<file path="src/rtl/rsw_pkg.sv">
`timescale 1ns / 1ps

package rsw_pkg;

	// default table geometry
	localparam int MAX_ENTRIES_DEF  = 64;
	localparam int FITNESS_BITS_DEF = 16;

	// fixed field widths on the stream ports
	localparam int REQ_W       = 2;
	localparam int FIT_IN_W    = 16;
	localparam int RAND_W      = 32;
	localparam int STATUS_W    = 2;
	localparam int INDEX_OUT_W = 6;
	localparam int FIT_OUT_W   = 16;
	localparam int LIVE_OUT_W  = 7;

	// packed stream words, padded to whole bytes
	localparam int IN_DATA_W  = ((FIT_IN_W + RAND_W + 7) / 8) * 8;
	localparam int OUT_RAW_W  = INDEX_OUT_W + FIT_OUT_W + LIVE_OUT_W;
	localparam int OUT_DATA_W = ((OUT_RAW_W + 7) / 8) * 8;
	localparam int IN_USER_W  = REQ_W;
	localparam int OUT_USER_W = STATUS_W;

	// remainder step counter of the serial modulo
	localparam int DIV_CNT_W = $clog2(RAND_W);

	typedef enum logic [REQ_W-1:0] {
		REQ_CLEAR = 2'd0,
		REQ_LOAD  = 2'd1,
		REQ_PICK  = 2'd2,
		REQ_NOP   = 2'd3
	} req_t;

	typedef enum logic [STATUS_W-1:0] {
		STAT_OK    = 2'd0,
		STAT_FULL  = 2'd1,
		STAT_EMPTY = 2'd2
	} status_t;

	typedef enum logic [2:0] {
		S_IDLE,
		S_DECODE,
		S_DIV,
		S_THRESH,
		S_WALK,
		S_REMOVE,
		S_RESP
	} state_t;

endpackage

</file>
<file path="src/rtl/rsw_ram.sv">
`timescale 1ns / 1ps

module rsw_ram #(
	parameter int WIDTH = 8,
	parameter int DEPTH = 64
) (
	input  logic                     clk,
	input  logic                     we,
	input  logic [$clog2(DEPTH)-1:0] waddr,
	input  logic [WIDTH-1:0]         wdata,
	input  logic [$clog2(DEPTH)-1:0] raddr,
	output logic [WIDTH-1:0]         rdata
);

	logic [WIDTH-1:0] mem [DEPTH];

	// one write port, registered read port
	always_ff @(posedge clk) begin
		if (we) begin
			mem[waddr] <= wdata;
		end
		rdata <= mem[raddr];
	end

endmodule

</file>
<file path="src/rtl/roulette_selection_without_replacement_top.sv">
`timescale 1ns / 1ps
// clear, load and unused requests: result is set in S_DECODE, then registered for output in S_RESP
// pick: 32-step serial modulo, one threshold multiply, then one stored entry read per cycle
//   through a 3-stage compare pipe; ends early on a hit
// one request at a time: a new transfer is taken once the previous result sits in the output
// register; reset clears the counts and the output valid, the fitness memory and live bits stay
module roulette_selection_without_replacement_top
	import rsw_pkg::*;
#(
	parameter int MAX_ENTRIES  = MAX_ENTRIES_DEF,
	parameter int FITNESS_BITS = FITNESS_BITS_DEF
) (
	input  logic                  clk,
	input  logic                  arst_n,
	input  logic                  s_tvalid,
	output logic                  s_tready,
	input  logic [IN_DATA_W-1:0]  s_tdata,   // fitness_value[15:0], random_word[47:16]
	input  logic [IN_USER_W-1:0]  s_tuser,   // req_type[1:0]
	output logic                  m_tvalid,
	input  logic                  m_tready,
	output logic [OUT_DATA_W-1:0] m_tdata,   // chosen_index[5:0], chosen_fitness[21:6],
	                                         // live_count[28:22], zero above
	output logic [OUT_USER_W-1:0] m_tuser    // status[1:0]
);

	localparam int IDX_W  = $clog2(MAX_ENTRIES);
	localparam int CNT_W  = $clog2(MAX_ENTRIES + 1);
	localparam int TOT_W  = FITNESS_BITS + CNT_W;
	localparam int PROD_W = TOT_W + CNT_W;
	localparam int MEM_W  = FITNESS_BITS + 1;

	state_t state_q, state_d;

	// control state
	logic [CNT_W-1:0]     loaded_q;
	logic [CNT_W-1:0]     live_q;
	logic [TOT_W-1:0]     total_q;
	logic [CNT_W-1:0]     issue_q;
	logic [DIV_CNT_W-1:0] div_cnt_q;
	logic                 vld_s1, vld_s2, vld_s3;
	logic                 found_q, any_q;
	logic                 m_tvalid_q;

	// request and work registers
	req_t                    req_q;
	logic [FITNESS_BITS-1:0] fit_q;
	logic [RAND_W-1:0]       rand_q;
	logic [CNT_W-1:0]        rem_q;
	logic [PROD_W-1:0]       thresh_q;
	logic [TOT_W-1:0]        run_q;
	logic [IDX_W-1:0]        idx_s1, idx_s2, idx_s3;
	logic [FITNESS_BITS-1:0] fit_s2, fit_s3;
	logic [TOT_W-1:0]        run_s2;
	logic [PROD_W-1:0]       prod_s3;
	logic [IDX_W-1:0]        pick_idx_q;
	logic [FITNESS_BITS-1:0] pick_fit_q;

	// result waiting for the output register
	status_t                 res_status_q;
	logic [IDX_W-1:0]        res_idx_q;
	logic [FITNESS_BITS-1:0] res_fit_q;
	logic [CNT_W-1:0]        res_live_q;

	// output register
	status_t                out_status_q;
	logic [INDEX_OUT_W-1:0] out_idx_q;
	logic [FIT_OUT_W-1:0]   out_fit_q;
	logic [LIVE_OUT_W-1:0]  out_live_q;

	// memory port and shared units
	logic                 ram_we;
	logic [IDX_W-1:0]     ram_waddr;
	logic [MEM_W-1:0]     ram_wdata;
	logic [IDX_W-1:0]     ram_raddr;
	logic [MEM_W-1:0]     ram_rdata;
	logic [TOT_W-1:0]     mul_a;
	logic [CNT_W-1:0]     mul_b;
	logic [PROD_W-1:0]    mul_p;
	logic [CNT_W:0]       div_shift;
	logic                 div_ge;
	logic [CNT_W:0]       div_diff;
	logic                 issuing;
	logic                 out_load;
	logic                 in_xfer;
	logic                 table_full;
	logic                 walk_done;
	logic                 rd_live;
	logic [FITNESS_BITS-1:0] rd_fit;
	logic [TOT_W-1:0]     run_sum;

	// fitness memory, top bit marks a live entry
	rsw_ram #(
		.WIDTH(MEM_W),
		.DEPTH(MAX_ENTRIES)
	) u_store (
		.clk  (clk),
		.we   (ram_we),
		.waddr(ram_waddr),
		.wdata(ram_wdata),
		.raddr(ram_raddr),
		.rdata(ram_rdata)
	);

	assign in_xfer    = s_tvalid && s_tready;
	assign table_full = (loaded_q >= CNT_W'(MAX_ENTRIES));
	assign rd_live    = ram_rdata[FITNESS_BITS];
	assign rd_fit     = ram_rdata[FITNESS_BITS-1:0];
	assign run_sum    = run_q + TOT_W'(rd_fit);
	assign walk_done  = found_q || ((issue_q == loaded_q) && !vld_s1 && !vld_s2 && !vld_s3);

	// shared multiplier
	assign mul_p = PROD_W'(mul_a) * PROD_W'(mul_b);

	// one restoring step of random_word mod live count
	assign div_shift = {rem_q, rand_q[RAND_W-1]};
	assign div_ge    = (div_shift >= {1'b0, live_q});
	assign div_diff  = div_shift - {1'b0, live_q};

	// next state
	always_comb begin
		state_d = state_q;
		unique case (state_q)
			S_IDLE: begin
				if (s_tvalid) begin
					state_d = S_DECODE;
				end
			end
			S_DECODE: begin
				if (req_q == REQ_PICK && live_q != '0) begin
					state_d = S_DIV;
				end else begin
					state_d = S_RESP;
				end
			end
			S_DIV: begin
				if (div_cnt_q == '0) begin
					state_d = S_THRESH;
				end
			end
			S_THRESH: state_d = S_WALK;
			S_WALK: begin
				if (walk_done) begin
					state_d = S_REMOVE;
				end
			end
			S_REMOVE: state_d = S_RESP;
			S_RESP: begin
				if (out_load) begin
					state_d = S_IDLE;
				end
			end
			default: state_d = S_IDLE;
		endcase
	end

	// sequencer outputs
	always_comb begin
		s_tready  = 1'b0;
		ram_we    = 1'b0;
		ram_waddr = loaded_q[IDX_W-1:0];
		ram_wdata = {1'b1, fit_q};
		ram_raddr = issue_q[IDX_W-1:0];
		mul_a     = run_s2;
		mul_b     = live_q;
		issuing   = 1'b0;
		out_load  = 1'b0;
		unique case (state_q)
			S_IDLE: s_tready = 1'b1;
			S_DECODE: begin
				if (req_q == REQ_LOAD && !table_full) begin
					ram_we = 1'b1;
				end
			end
			S_DIV: ;
			S_THRESH: begin
				mul_a = total_q;
				mul_b = rem_q + CNT_W'(1);
			end
			S_WALK: issuing = (issue_q < loaded_q) && !found_q;
			S_REMOVE: begin
				if (any_q) begin
					ram_we    = 1'b1;
					ram_waddr = pick_idx_q;
					ram_wdata = {1'b0, pick_fit_q};
				end
			end
			S_RESP: out_load = !m_tvalid_q || m_tready;
			default: ;
		endcase
	end

	// control registers
	always_ff @(posedge clk or negedge arst_n) begin
		if (!arst_n) begin
			state_q    <= S_IDLE;
			loaded_q   <= '0;
			live_q     <= '0;
			total_q    <= '0;
			issue_q    <= '0;
			div_cnt_q  <= '0;
			vld_s1     <= 1'b0;
			vld_s2     <= 1'b0;
			vld_s3     <= 1'b0;
			found_q    <= 1'b0;
			any_q      <= 1'b0;
			m_tvalid_q <= 1'b0;
		end else begin
			state_q <= state_d;

			// table bookkeeping
			if (state_q == S_DECODE) begin
				if (req_q == REQ_CLEAR) begin
					loaded_q <= '0;
					live_q   <= '0;
					total_q  <= '0;
				end else if (req_q == REQ_LOAD && !table_full) begin
					loaded_q <= loaded_q + CNT_W'(1);
					live_q   <= live_q + CNT_W'(1);
					total_q  <= total_q + TOT_W'(fit_q);
				end
				div_cnt_q <= DIV_CNT_W'(RAND_W - 1);
			end else if (state_q == S_DIV) begin
				div_cnt_q <= div_cnt_q - DIV_CNT_W'(1);
			end else if (state_q == S_REMOVE && any_q) begin
				live_q  <= live_q - CNT_W'(1);
				total_q <= total_q - TOT_W'(pick_fit_q);
			end

			// walk control
			if (state_q == S_THRESH) begin
				issue_q <= '0;
				found_q <= 1'b0;
				any_q   <= 1'b0;
			end else if (issuing) begin
				issue_q <= issue_q + CNT_W'(1);
			end
			vld_s1 <= issuing;
			vld_s2 <= vld_s1 && rd_live && (state_q == S_WALK);
			vld_s3 <= vld_s2 && (state_q == S_WALK);
			if (state_q == S_WALK && vld_s3 && !found_q) begin
				any_q <= 1'b1;
				if (total_q != '0 && prod_s3 >= thresh_q) begin
					found_q <= 1'b1;
				end
			end

			// output handshake
			if (out_load) begin
				m_tvalid_q <= 1'b1;
			end else if (m_tready) begin
				m_tvalid_q <= 1'b0;
			end
		end
	end

	// datapath registers
	always_ff @(posedge clk) begin
		if (in_xfer) begin
			req_q  <= req_t'(s_tuser[REQ_W-1:0]);
			fit_q  <= FITNESS_BITS'(s_tdata[FIT_IN_W-1:0]);
			rand_q <= s_tdata[FIT_IN_W +: RAND_W];
		end

		// request decode and immediate results
		if (state_q == S_DECODE) begin
			rem_q     <= '0;
			res_fit_q <= '0;
			unique case (req_q)
				REQ_CLEAR: begin
					res_status_q <= STAT_OK;
					res_idx_q    <= '0;
					res_live_q   <= '0;
				end
				REQ_LOAD: begin
					if (table_full) begin
						res_status_q <= STAT_FULL;
						res_idx_q    <= '0;
						res_live_q   <= live_q;
					end else begin
						res_status_q <= STAT_OK;
						res_idx_q    <= loaded_q[IDX_W-1:0];
						res_live_q   <= live_q + CNT_W'(1);
					end
				end
				REQ_PICK: begin
					res_status_q <= STAT_EMPTY;
					res_idx_q    <= '0;
					res_live_q   <= '0;
				end
				REQ_NOP: begin
					res_status_q <= STAT_OK;
					res_idx_q    <= '0;
					res_live_q   <= live_q;
				end
				default: ;
			endcase
		end

		// serial modulo
		if (state_q == S_DIV) begin
			rem_q  <= div_ge ? div_diff[CNT_W-1:0] : div_shift[CNT_W-1:0];
			rand_q <= rand_q << 1;
		end

		// threshold (k + 1) * total
		if (state_q == S_THRESH) begin
			thresh_q <= mul_p;
			run_q    <= '0;
		end

		// walk pipe: read, accumulate, multiply, compare
		idx_s1 <= issue_q[IDX_W-1:0];
		if (vld_s1 && rd_live) begin
			run_q <= run_sum;
		end
		run_s2  <= run_sum;
		idx_s2  <= idx_s1;
		fit_s2  <= rd_fit;
		prod_s3 <= mul_p;
		idx_s3  <= idx_s2;
		fit_s3  <= fit_s2;
		if (state_q == S_WALK && vld_s3 && !found_q) begin
			pick_idx_q <= idx_s3;
			pick_fit_q <= fit_s3;
		end

		// removal result
		if (state_q == S_REMOVE) begin
			if (any_q) begin
				res_status_q <= STAT_OK;
				res_idx_q    <= pick_idx_q;
				res_fit_q    <= pick_fit_q;
				res_live_q   <= live_q - CNT_W'(1);
			end else begin
				res_status_q <= STAT_EMPTY;
				res_idx_q    <= '0;
				res_fit_q    <= '0;
				res_live_q   <= '0;
			end
		end

		// output register load
		if (out_load) begin
			out_status_q <= res_status_q;
			out_idx_q    <= INDEX_OUT_W'(res_idx_q);
			out_fit_q    <= FIT_OUT_W'(res_fit_q);
			out_live_q   <= LIVE_OUT_W'(res_live_q);
		end
	end

	assign m_tvalid = m_tvalid_q;
	assign m_tuser  = out_status_q;
	assign m_tdata  = {{(OUT_DATA_W - OUT_RAW_W){1'b0}}, out_live_q, out_fit_q, out_idx_q};

endmodule

</file>
<file path="config.mk">
export PLATFORM = sky130hd
export DESIGN_NAME = roulette_selection_without_replacement_top
export DESIGN_NICKNAME = d
export VERILOG_FILES = /design/src/rtl/rsw_pkg.sv /design/src/rtl/rsw_ram.sv /design/src/rtl/roulette_selection_without_replacement_top.sv
export SDC_FILE = /design/constraint.sdc
export NUM_CORES = 2
export LEC_CHECK = 0
export BUFFER_PORTS_ARGS = -buffer_cell sky130_fd_sc_hd__buf_4
export CORE_ASPECT_RATIO = 0.8
export CORE_MARGIN = 1
export CORE_UTILIZATION = 45
export CTS_CLUSTER_SIZE = 24
export DETAILED_ROUTE_END_ITERATION = 10
export PLACE_DENSITY = 0.71
export SLEW_MARGIN = 20
export SYNTH_ARGS = -nofsm -noshare
export SYNTH_HDL_FRONTEND = slang
export SYNTH_SLANG_ARGS = --single-unit
</file>
<file path="constraint.sdc">
create_clock -name clk -period 9.1 [get_ports clk]
set_clock_uncertainty 0.2 [all_clocks]
set_input_delay 0.455 -clock clk [delete_from_list [all_inputs] [get_ports clk]]
set_output_delay 0.455 -clock clk [all_outputs]
set_load 0.01 [all_outputs]
</file>
==> flow_metrics.env <==
export IMPL_first_global_vias=33677
export IMPL_synth_adder_area_share_pct=6.41
export IMPL_dpl_hpwl_um=89900
export IMPL_cts_htree_levels=4
export IMPL_routed_wirelength_um=148000
export IMPL_tightest_slew_ns=1.22
export IMPL_synth_simple_gate_area_share_pct=4.95
export IMPL_min_period_over_period_pct=80.1
export IMPL_max_cap_violations=0
export IMPL_worst_skew_pair_late_latency_ns=0.79
export IMPL_fin_setup_tns_ns=0
export IMPL_synth_top_area_cell="edfxtp_1"
export IMPL_setup_worst_path_end_class="flip-flop"
export IMPL_fmaxAchievable_mhz=137
export IMPL_combinationalPowerShare_pct=45.5
export IMPL_syn_to_final_growth_pct=13.4
export IMPL_cts_tree="done"
export IMPL_edff_count_synth=1281
export IMPL_clock_power_share_pct=21.1
export IMPL_required_ns=9.39
export IMPL_cellPowerDensity_nw_per_um2=386
export IMPL_postSynth_topFlopCell="edfxtp_1"
export IMPL_crit_arrival_ns=7.58
export IMPL_syn_mean_instance_area_um2=17.0
export IMPL_rrSetupSlack_ns=1.81
export IMPL_outcome="finished, final reports clean"
export IMPL_postSynth_asyncResetShare_pct=3.97
export IMPL_port_buffer_count=86
export IMPL_synth_top_cells_by_area="edfxtp_1 61%, mux4_2 12%, dfxtp_1 3.9%"
export IMPL_die_h_um=336
export IMPL_n_antenna_cell=0
export IMPL_total_internal_power_mw=17.1
export IMPL_yosys_warnings=0
export IMPL_yosys_cell_types_count=84
export IMPL_final_min_clock_period_ns=7.29
export IMPL_synthMuxAreaShare_pct=12.8
export IMPL_globalRoute_totalOverflow=0
export IMPL_crit_reg2reg_capture="thresh_q[29]$_DFFE_PP_"
export IMPL_post_synth_inst_count=3707
export IMPL_synth_common_cells="1,281 x edfxtp_1, 333 x mux4_2, 286 x nor2_1, 207 x inv_1, 176 x nand2_1"
export IMPL_switching_share_pct=37.7
export IMPL_timing_slew_headroom_pct=17.8
export IMPL_final_instance_count_excl_fill=5897
export IMPL_filler_cell_count=10921
export IMPL_vias_per_cell=5.75
export IMPL_hold_path_class="primary input to async pin"
export IMPL_clock_path_buffers=3
export IMPL_cts_inserted_buffers=138
export IMPL_sequentialPowerShare_pct=33.5
export IMPL_fp_dieArea_um2=141000
export IMPL_crit_fanout=32
export IMPL_final_hold_violation_count=0
export IMPL_globalRouteTotalUtil_pct=21.0
export IMPL_post_synth_top_area_fraction_pct=61.2
export IMPL_drt_first_iter_violations=4026
export IMPL_boundaryPins=90
export IMPL_num_nets_final=4239
export IMPL_final_setup_viol_count=0
export IMPL_synth_ff_latch_count=1460
export IMPL_cts_sinks=1460
export IMPL_ir_worst_vdd_mv=0.468
export IMPL_final_layout_size_suffix_gt1_share_pct=20.2
export IMPL_switchingPower_mw=10.4
export IMPL_antenna_found_initial=8
export IMPL_effective_utilization_at_floorplan_pct=45.4
export IMPL_clock_pin_slew_on_the_worst_setup_and_hold_paths_ns=0.06
export IMPL_postRouteAntennaNets=0
export IMPL_place_gp_congestion=0.861
export IMPL_wire_length_of_the_first_global_routing_pass_um=218000
export IMPL_detailedRoute_firstPassIterationCount=5
export IMPL_slew_viol_final=0
export IMPL_largest_family_of_logic_cells_by_synthesized_area="multiplexers"
export IMPL_die_w_um=420
export IMPL_grt_max_degree=136
export IMPL_path_class="flip-flop to flip-flop"
export IMPL_synth_compound_area_share_pct=4.97
export IMPL_grt_setup_unrepaired="false"
export IMPL_placeableCoreArea_um2=138000
export IMPL_dp_cells=5594
export IMPL_placement_rows=122
export IMPL_ys_seq_area_share_pct=67.4
export IMPL_worst_setup_path_start_kind="flip-flop"
export IMPL_detail_route_wl_per_cell_um=25.1
export IMPL_leakage_nw=24.8
export IMPL_share_of_the_synthesized_netlist_area_taken_by_xor_and_xnor_gates_pct=1.28
export IMPL_worst_r2r_startpoint="state_q[2]$_DFFE_PN0P_"
export IMPL_number_of_cells_on_the_worst_reg_to_reg_path=23
export IMPL_yosys_cell_count_top_type="edfxtp_1"
export IMPL_vias=33929
export IMPL_clock_root_buffer="clkbuf_16"
export IMPL_synth_area_um2=62900
export IMPL_drc=0
-- logic make-up (layout without fill, tap and decap cells) --
kind of cell,Yosys count,in the layout
compound gates,461,461
buf+inv,361,689
xor+xnor,92,92
mux,386,386
fa+ha+maj,257,257
simple gates,689,689
flops,1460,1460
other cells,1,3
-- through the flow --
step	cell area, um^2	worst slack (ns)	hold slack (ns)	total power [mW]	util [%]
2_1_floorplan	62900	2.17	-0.0406	18.6	-
3_3_place_gp	66100	2.04	0.110	21.5	47.8
3_5_place_dp	66200	1.86	0.112	21.7	47.8
4_1_cts	71200	1.85	0.103	27.6	51.5
5_1_grt	71300	1.46	0.111	29.5	51.5
6_report	71300	1.81	0.112	27.5	51.5
-- cells in the final DEF (no fill, tap or decap), drive strengths merged, types with 32 or more instances in the layout --
cell type,Yosys,routed
buf,47,178
clkbuf,105,183
a21oi,112,112
dlygate4sd3,0,53
nand2,176,176
a22o,35,35
a21o,54,54
a211oi,39,39
dfxtp,121,121
xnor2,65,65
nor2b,41,41
dfrtp,58,58
edfxtp,1281,1281
mux2i,51,51
clkinv,1,42
ha,149,149
fa,108,108
nor3,32,32
o21ai,87,87
inv,208,217
mux4,333,333
nor2,286,286
-- critical path, stage by stage (launching register included) --
cell      delay [ns]
dfrtp_1         0.50
inv_1           0.21
nand3_2         0.12
inv_2           0.65
mux2i_1         0.57
nor2_1          0.13
fa_1            0.55
inv_1           0.05
fa_1            0.52
inv_1           0.05
fa_1            0.48
inv_1           0.05
fa_1            0.47
inv_1           0.04
ha_1            0.31
o21ai_0         0.25
nor2b_1         0.22
o311ai_1        0.24
o311a_1         0.39
nor3_1          0.45
o21ai_1         0.14
a21oi_1         0.15
o21bai_1        0.08
xnor2_1         0.14
-- area by class of cell --
type / count / area [um^2] / area share [%]
inverters: 209 / 786 / 1.10
multi-input cells: 1888 / 19400 / 27.2
well taps: 1860 / 2330 / 3.26
flip-flops and latches: 1460 / 42400 / 59.4
clock inverters: 66 / 862 / 1.21
repair buffers: 231 / 1910 / 2.68
clock buffers: 183 / 3660 / 5.14
-- how the worst max path moves through the flow --
stage                                       from                      to  slack [ns]  cells after the start
after floorplan           state_q[1]$_DFFE_PN0P_  thresh_q[23]$_DFFE_PP_        2.17                     24
after global placement    state_q[2]$_DFFE_PN0P_  thresh_q[29]$_DFFE_PP_        2.04                     23
after detailed placement  state_q[2]$_DFFE_PN0P_  thresh_q[29]$_DFFE_PP_        1.86                     23
after CTS                 state_q[2]$_DFFE_PN0P_  thresh_q[29]$_DFFE_PP_        1.85                     23
after global routing      state_q[2]$_DFFE_PN0P_  thresh_q[29]$_DFFE_PP_        1.46                     23
final                     state_q[2]$_DFFE_PN0P_  thresh_q[29]$_DFFE_PP_        1.81                     23
-- state kept, by name, summed over array words and instances, names as in the netlist, 7 cells and up --
register	flops
rem_q	7
res_live_q	7
fit_s3	16
out_live_q	7
rand_q	32
res_fit_q	16
run_q	23
run_s2	23
thresh_q	30
u_store.rdata	17
fit_q	16
issue_q	7
u_store.mem	1088
loaded_q	7
total_q	23
out_fit_q	16
prod_s3	30
pick_fit_q	16
fit_s2	16
live_q	7
-- power by group through the flow --
stage / registers [mW] / clock network [mW] / logic (mW)
floorplan: 8.99 / 0 / 9.66
global placement: 9.32 / 0 / 12.1
detailed placement: 9.34 / 0 / 12.4
CTS: 9.19 / 5.87 / 12.5
global route: 9.26 / 6.13 / 14.1
finish: 9.20 / 5.80 / 12.5
-- per-layer routing --
layer	vias to the layer above	global-route usage, %	share of wire [%]
li1	14764	-	-
met5	-	0.475	0.073
met3	249	4.57	8.9
met2	1512	32.6	47
met1	17400	29.6	42
met4	4	6.51	2.8
-- repair_timing --
| action | CTS | global route |
|---|---|---|
| endpoints found under the hold margin | 111 | 0 |
| hold buffers | 53 | 0 |
| gates resized for setup | 0 | 0 |
| buffers inserted | 0 | 0 |
Note: power is estimated with default switching activity, not from simulation.
